`config.mk`:
```
export PLATFORM = sky130hd
export DESIGN_NAME = bcdau_decode
export DESIGN_NICKNAME = d
export VERILOG_FILES = /design/src/sv/bcd_conversion_arithmetic_unit_assert.svh /design/src/sv/bcdau_pkg.sv /design/src/sv/bcdau_pipe_ctrl.sv /design/src/sv/bcdau_decode.sv
export SDC_FILE = /design/constraint.sdc
export NUM_CORES = 2
export LEC_CHECK = 0
export CORE_ASPECT_RATIO = 1.4
export CORE_MARGIN = 2
export CORE_UTILIZATION = 66
export DETAILED_ROUTE_END_ITERATION = 10
export DONT_BUFFER_PORTS = 1
export GPL_ROUTABILITY_DRIVEN = 0
export HOLD_SLACK_MARGIN = 0.03
export PLACE_DENSITY_LB_ADDON = 0.05
export SLEW_MARGIN = 15
export SYNTH_ARGS = -nofsm -noshare
export SYNTH_HDL_FRONTEND = slang
export SYNTH_SLANG_ARGS = --single-unit
```
`constraint.sdc`:
```
create_clock -name clk_i -period 22.2 [get_ports clk_i]
set_input_delay 4.44 -clock clk_i [delete_from_list [all_inputs] [get_ports clk_i]]
set_output_delay 4.44 -clock clk_i [all_outputs]
set_load 0.05 [all_outputs]
```
`src/sv/bcd_conversion_arithmetic_unit_assert.svh`:
```
// Assertion macros shared by the BCD conversion and arithmetic unit.
`ifndef BCD_CONVERSION_ARITHMETIC_UNIT_ASSERT_SVH
`define BCD_CONVERSION_ARITHMETIC_UNIT_ASSERT_SVH

// Consequent must hold in the same cycle as the antecedent.
`define BCDAU_ASSERT_NOW(label, ante, cons, msg) \
  label: assert property (@(posedge clk_i) disable iff (!rst_ni) (ante) |-> (cons)) \
    else $error(msg);

// Consequent must hold in the cycle after the antecedent.
`define BCDAU_ASSERT_NEXT(label, ante, cons, msg) \
  label: assert property (@(posedge clk_i) disable iff (!rst_ni) (ante) |=> (cons)) \
    else $error(msg);

`endif

```
`src/sv/bcdau_pkg.sv`:
```
// Types, constants and helper functions of the BCD conversion and arithmetic unit.
package bcdau_pkg;

  localparam int unsigned BCD_W     = 64;
  localparam int unsigned NIBS      = 16;
  localparam int unsigned VAL_W     = 54;  // holds any value below 10^16
  localparam int unsigned HALF_W    = 27;
  localparam int unsigned GRP_W     = 14;  // four decimal digits
  localparam int unsigned DD_STAGES = 6;
  localparam int unsigned DD_STEPS  = 9;   // DD_STAGES * DD_STEPS == VAL_W

  typedef enum logic [1:0] {
    CMD_BIN2BCD = 2'd0,
    CMD_BCD2BIN = 2'd1,
    CMD_ADD     = 2'd2,
    CMD_MUL     = 2'd3
  } cmd_e;

  typedef enum logic [1:0] {
    ST_OK  = 2'd0,
    ST_BAD = 2'd1,
    ST_OVF = 2'd2
  } status_e;

  // Decoded operands leaving the decode pipeline.
  typedef struct packed {
    cmd_e               cmd;
    status_e            st;
    logic [VAL_W-1:0]   va;
    logic [VAL_W-1:0]   vb;
  } dec_t;

  // Item travelling through the double-dabble stages.
  typedef struct packed {
    cmd_e               cmd;
    status_e            st;
    logic [VAL_W-1:0]   rem;
    logic [VAL_W-1:0]   raw;
    logic [BCD_W-1:0]   bcd;
  } dd_t;

  function automatic logic [63:0] pow10(input int unsigned n);
    logic [63:0] p;
    p = 64'd1;
    for (int i = 0; i < 16; i++) begin
      if (i < n) p = p * 64'd10;
    end
    return p;
  endfunction

  // True when every nibble holds a decimal digit.
  function automatic logic bcd_ok(input logic [BCD_W-1:0] v);
    logic ok;
    ok = 1'b1;
    for (int i = 0; i < NIBS; i++) begin
      if (v[4*i +: 4] > 4'd9) ok = 1'b0;
    end
    return ok;
  endfunction

endpackage

```
`src/sv/bcdau_pipe_ctrl.sv`:
```
// Valid and load-enable control for a chain of pipeline registers.
module bcdau_pipe_ctrl #(
  parameter int unsigned STAGES = 3
) (
  input  logic              clk_i,
  input  logic              rst_ni,
  input  logic              in_valid_i,
  output logic              in_ready_o,
  output logic              out_valid_o,
  input  logic              out_ready_i,
  output logic [STAGES-1:0] load_o
);

  logic [STAGES-1:0] valid_q, valid_d, rdy;

  // A stage may load when it is empty or its content moves on this cycle.
  always_comb begin
    rdy[STAGES-1] = ~valid_q[STAGES-1] | out_ready_i;
    for (int k = STAGES - 2; k >= 0; k--) begin
      rdy[k] = ~valid_q[k] | rdy[k+1];
    end
    valid_d[0] = rdy[0] ? in_valid_i : valid_q[0];
    for (int k = 1; k < STAGES; k++) begin
      valid_d[k] = rdy[k] ? valid_q[k-1] : valid_q[k];
    end
  end

  always_ff @(posedge clk_i or negedge rst_ni) begin
    if (!rst_ni) begin
      valid_q <= '0;
    end else begin
      valid_q <= valid_d;
    end
  end

  assign load_o      = rdy;
  assign in_ready_o  = rdy[0];
  assign out_valid_o = valid_q[STAGES-1];

endmodule

```
`src/sv/bcdau_decode.sv`:
```
// Three-stage decode: digit and range checks, then packed BCD operands to binary.
module bcdau_decode #(
  parameter int unsigned DIGITS = 16
) (
  input  logic                  clk_i,
  input  logic                  rst_ni,
  input  logic                  in_valid_i,
  output logic                  in_ready_o,
  input  bcdau_pkg::cmd_e       cmd_i,
  input  logic [63:0]           operand_a_i,
  input  logic [63:0]           operand_b_i,
  output logic                  out_valid_o,
  input  logic                  out_ready_i,
  output bcdau_pkg::dec_t       out_o
);
  import bcdau_pkg::*;

  localparam logic [63:0] Lim = pow10(DIGITS);

  typedef struct packed {
    cmd_e                  cmd;
    status_e               st;
    logic [3:0][GRP_W-1:0] ga;
    logic [3:0][GRP_W-1:0] gb;
    logic [VAL_W-1:0]      abin;
  } d1_t;

  typedef struct packed {
    cmd_e                   cmd;
    status_e                st;
    logic [1:0][HALF_W-1:0] ha;
    logic [1:0][HALF_W-1:0] hb;
    logic [VAL_W-1:0]       abin;
  } d2_t;

  logic [2:0] load;
  d1_t  s1_d, s1_q;
  d2_t  s2_d, s2_q;
  dec_t s3_d, s3_q;

  bcdau_pipe_ctrl #(.STAGES(3)) u_ctrl (
    .clk_i, .rst_ni,
    .in_valid_i, .in_ready_o,
    .out_valid_o, .out_ready_i,
    .load_o(load)
  );

  function automatic logic [GRP_W-1:0] grp4(input logic [15:0] n);
    return GRP_W'(n[15:12]) * GRP_W'(1000) + GRP_W'(n[11:8]) * GRP_W'(100)
         + GRP_W'(n[7:4]) * GRP_W'(10) + GRP_W'(n[3:0]);
  endfunction

  // Nonzero digits above the configured digit count.
  function automatic logic too_long(input logic [63:0] v);
    logic hi;
    hi = 1'b0;
    for (int i = 0; i < NIBS; i++) begin
      if (i >= DIGITS && v[4*i +: 4] != 4'd0) hi = 1'b1;
    end
    return hi;
  endfunction

  always_comb begin
    logic bad_a, bad_b, hi_a, hi_b;
    bad_a = ~bcd_ok(operand_a_i);
    bad_b = ~bcd_ok(operand_b_i);
    hi_a  = too_long(operand_a_i);
    hi_b  = too_long(operand_b_i);
    s1_d.cmd = cmd_i;
    case (cmd_i)
      CMD_BIN2BCD: s1_d.st = (operand_a_i >= Lim) ? ST_OVF : ST_OK;
      CMD_BCD2BIN: s1_d.st = bad_a ? ST_BAD : (hi_a ? ST_OVF : ST_OK);
      default:     s1_d.st = (bad_a | bad_b) ? ST_BAD : ((hi_a | hi_b) ? ST_OVF : ST_OK);
    endcase
    for (int j = 0; j < 4; j++) begin
      s1_d.ga[j] = grp4(operand_a_i[16*j +: 16]);
      s1_d.gb[j] = grp4(operand_b_i[16*j +: 16]);
    end
    s1_d.abin = operand_a_i[VAL_W-1:0];
  end

  always_comb begin
    s2_d.cmd  = s1_q.cmd;
    s2_d.st   = s1_q.st;
    s2_d.abin = s1_q.abin;
    for (int j = 0; j < 2; j++) begin
      s2_d.ha[j] = HALF_W'(s1_q.ga[2*j+1]) * HALF_W'(10000) + HALF_W'(s1_q.ga[2*j]);
      s2_d.hb[j] = HALF_W'(s1_q.gb[2*j+1]) * HALF_W'(10000) + HALF_W'(s1_q.gb[2*j]);
    end
  end

  always_comb begin
    s3_d.cmd = s2_q.cmd;
    s3_d.st  = s2_q.st;
    if (s2_q.cmd == CMD_BIN2BCD) begin
      s3_d.va = s2_q.abin;
    end else begin
      s3_d.va = VAL_W'(s2_q.ha[1]) * VAL_W'(100000000) + VAL_W'(s2_q.ha[0]);
    end
    s3_d.vb = VAL_W'(s2_q.hb[1]) * VAL_W'(100000000) + VAL_W'(s2_q.hb[0]);
  end

  always_ff @(posedge clk_i) begin
    if (load[0]) s1_q <= s1_d;
    if (load[1]) s2_q <= s2_d;
    if (load[2]) s3_q <= s3_d;
  end

  assign out_o = s3_q;

endmodule

```
Word level (Yosys, flattened, before mapping) --
Cells that the tools add are included.
Storage, ports and cells: logic and storage cells 167, input bits 134, bits in registers 451
Cells by class: add/sub/neg operators 30, multiply operators 30, reduce and logical (&&, ||, !) cells 2, $lt $le $gt $ge 33, mux-type cells 37, eq/ne operators 1, bitwise operators 9
Operators by type and width (number):
- $gt A4 B4 Y1 const B | 32
- $add A14 B11 Y14 | 8
- $add A14 B4 Y14 | 8
- $add A14 B8 Y14 | 8
- $add A27 B14 Y27 | 4
- $add A54 B27 Y54 | 2
- $mul A14 B10 Y23 const B | 4
- $mul A27 B19 Y46 const B | 2
- $mul A4 B7 Y11 const B | 8
- $mul A4 B5 Y9 const B | 8
- $ge A64 B54 Y1 const B | 1
- $mul A4 B3 Y7 const B | 8
- $mux W54 | 1
- $mux W1 | 34
- $not A1 Y1 | 5
- $logic_not A2 Y1 | 2
- $or A1 B1 Y1 | 4
- $pmux W2 S2 | 1
- $eq A2 B1 Y1 const B | 1
- $mux W2 | 1

Logic depth before layout (Yosys ltp) --
depth in word-level cells 21, mapped depth 31, mapped depth without buffers 31

Hierarchy --
From an unflattened synthesis, not the netlist that was laid out.
Unflattened totals: cell total of the unflattened synthesis 6077, area, all modules 61815.5 µm²
Modules (own cells, without submodules):
- bcdau_decode | times used 1, seq. area each 13272.7 µm², area an instance 61681.7 µm², cells each 6066
- bcdau_pipe_ctrl | times used 1, seq. area each 75.1 µm², area an instance 133.9 µm², cells each 11

Worst setup path after synthesis --
OpenSTA, ideal clock, no wires.
path kind input to output, start input out_ready_i, end output in_ready_o, cell stages on the path 1, arrival 9.476 ns, path slack 8.284 ns, path through nand4b_1
Between the ends: longest elaborated chain between the ends 3
Ends and longest elaborated chain:
- start: declaration | line bcdau_decode.sv:13 | input logic out_ready_i,
- $or A1 B1 Y1 | line bcdau_pipe_ctrl.sv:18 | rdy[STAGES-1] = ~valid_q[STAGES-1] | out_ready_i;
- $or A1 B1 Y1 (2 in a row) | line bcdau_pipe_ctrl.sv:20 | rdy[k] = ~valid_q[k] | rdy[k+1];
- end: declaration | line bcdau_decode.sv:8 | output logic in_ready_o,
No other way between the ends.

Final worst setup path --
Same ends and word-level chain as after synthesis.

==> results.toml <==
[status]
status = "completed"

[synth]
synth_nets = 8048
syn-cell-area_um2 = 61700
synth.distinct_cells = 99
yosysSeqAreaShare_pct = 21.6
synth-edff-count = 442
postSynth.asyncResetShare_pct = 0.674
ys_ff_latch = 445
yosysWarnings = 0
syn_inst = 6056
synth_ff_type = "edfxtp_1"
syn_avg_cell_area_um2 = 10.2

[clock_network]
clock_latency_ns = 0.64
postCtsSetupBuffers = 0
cts_max_path_buffers = 3
ctsHoldBuffers = 0
h-tree-depth = 2
clk_pin_slew_ns = 0.06
cts.sink_count = 445
cts_made_buffers = 50
cts_root_buf = "clkbuf_16"
tritoncts = "done"
ctsResizeCount = 0

[grt]
grt_pass1_wl_um = 221000
grt_pass1_vias = 44416
use_met1_pct = 30.8
met3_usage_pct = 4.48
grt_max_degree = 92
gr-total-overflow = 0
use_met2_pct = 56.3
busiest_layer = "met2"
track_usage_pct = 29.2
antenna_found_initial = 2

[floorplan]
rows = 132
dieHeight_um = 366
die_x_um = 262
start_util_pct = 66.6
die_area_um2 = 96000
boundaryPins = 248
core_area_um2 = 92700

[setup_path]
cpPeakStageDelay_ns = 0.41
critPathKind = "in2out"
r2r-start = "s2_q[140]"
cp.arrival_ns = 5.01
worstSetupEndpointType = "output port"
crit_end = "in_ready_o"
critPathLaunchType = "input port"
cp-startpoint = "out_ready_i"
crit_buf_inv = 1
critPathMaxFanout = 14
worstReg2RegEnd = "out_o[95]"
cp_cell_sequence = "nand4b_1 -> buf_4"
critical_path.slowest_cell = "buf_4"
critPathTopFamily = "buffers and inverters"
r2r_cells = 22
critPathRequiredTime_ns = 17.76
r2r_slack_ns = 13.89
cp.depth = 2

[timing]
finalSetupTns_ns = 0
max_slew_margin_pct = 28.1
setup_viol = 0
fin_crit_ns = 9.45
period_share_pct = 42.6
fin_worst_skew_ns = 0.0279
drv_slew = 0
rsz0062_at_grt = "false"
finalHoldViolations = 0
worst_pin_slew_ns = 1.08
fmax_ghz = 0.106

[detailed_routing]
routedWlPerCell_um = 18.4
drt_iter0_markers = 1770
ant_nets = 0
dr.pass1.iters = 5
routed_wl_um = 135000
via_per_inst = 5.56
route.detailed.drc = 0
vias = 40702

[cells_and_area]
final_nets = 8070
syn_to_final_growth_pct = 5.00
drive_gt1_share_pct = 2.50
n_fill_cell = 7061

[min_path]
hold_class = "reg2reg"

[place]
hpwl_um = 116000
portBuffers = 0

[flow_run]
maxCapViolCount = 0
registers in the layout, summed over array words and instances (netlist names):
signal,flops
s1_q,166
out_o,112
s2_q,164
u_ctrl.valid_q,3
cell families after synthesis:
group	synth area share (%)
fa+ha+maj	46.5
simple gates	6.38
mux	0.434
buf+inv	10.0
compound gates	9.07
flops	21.6
xor+xnor	5.97
layout make-up:
type / instances / area [um2] / area share [%]
antenna: 1 / 2.50 / 0.00386
multi-input combinational: 3980 / 42200 / 65.1
clock buffer: 58 / 1320 / 2.04
sequential: 445 / 13300 / 20.6
clock inverter: 35 / 357 / 0.550
inverter: 1590 / 5970 / 9.21
timing repair buffer: 11 / 82.6 / 0.127
tap: 1206 / 1510 / 2.33
through the flow:
step	cell area [um2]	hold WS (ns)	setup slack [ns]	cells	utilization (%)
after floorplan	61700	0.400	8.28	6056	-
after global placement	63100	0.401	12.76	7232	68.1
after detailed placement	63100	0.405	12.75	7232	68.1
after CTS	64800	0.412	12.75	7325	69.9
after global routing	64800	0.414	12.74	7326	69.9
final	64800	0.414	12.75	7326	69.9
cell usage after synthesis (48+ instances only):
| library cell | count | share of area, % |
|---|---|---|
| inv_1 | 1590 | 9.7 |
| ha_1 | 1131 | 23 |
| fa_1 | 727 | 24 |
| edfxtp_1 | 442 | 22 |
| xnor2_1 | 302 | 4.3 |
| a21oi_1 | 269 | 2.2 |
| nand2_1 | 246 | 1.5 |
| o21ai_0 | 220 | 1.8 |
| nor2_1 | 193 | 1.2 |
| xor2_1 | 112 | 1.6 |
| a21o_1 | 98 | 1.2 |
| nand3_1 | 55 | 0.45 |
| nor2b_1 | 48 | 0.49 |
placed cells by master (no fill, tap or decap), types with 44 or more instances in the layout:
| cell type | netlist | routed |
|---|---|---|
| a21o_1 | 98 | 98 |
| a21oi_1 | 269 | 269 |
| clkbuf_16 | 0 | 52 |
| edfxtp_1 | 442 | 442 |
| fa_1 | 727 | 727 |
| ha_1 | 1131 | 1131 |
| inv_1 | 1590 | 1590 |
| nand2_1 | 246 | 246 |
| nand3_1 | 55 | 55 |
| nor2_1 | 193 | 192 |
| nor2b_1 | 48 | 48 |
| nor3_1 | 44 | 44 |
| o21ai_0 | 220 | 220 |
| o21bai_1 | 47 | 47 |
| xnor2_1 | 302 | 302 |
| xor2_1 | 112 | 112 |
per-layer routing:
metal | up-vias | wire [um] | part of all wire [%]
li1 | 19671 | - | -
met1 | 19881 | 48800 | 36
met2 | 859 | 73200 | 54
met3 | 291 | 5970 | 4.4
met4 | 0 | 7240 | 5.4
met5 | - | 0 | 0
worst register-to-register path, delay by kind of cell, from the launching register on:
family	cells	cell delay, ns
and+or+nand+nor	4	1.46
adders and majority gates	7	3.51
DFF	1	0.67
AOI/OAI and AO/OA	5	1.48
xor gates and xnor gates	1	0.17
buffers and inverters	4	0.39
muxes	1	0.39
how the worst min path moves through the flow:
stage,start,end,slack [ns],cells past startpoint
3_3_place_gp,s1_q[3],s2_q[3],0.40,0
3_5_place_dp,s1_q[139],s2_q[136],0.40,0
4_1_cts,s1_q[85],s2_q[84],0.41,0
5_1_grt,s1_q[85],s2_q[84],0.41,0
2_1_floorplan,s2_q[54],out_o[0],0.40,0
6_report,s1_q[85],s2_q[84],0.41,0
Power is not shown: default switching activity piles up to over one toggle a cycle in this logic, so the estimate is an artifact.
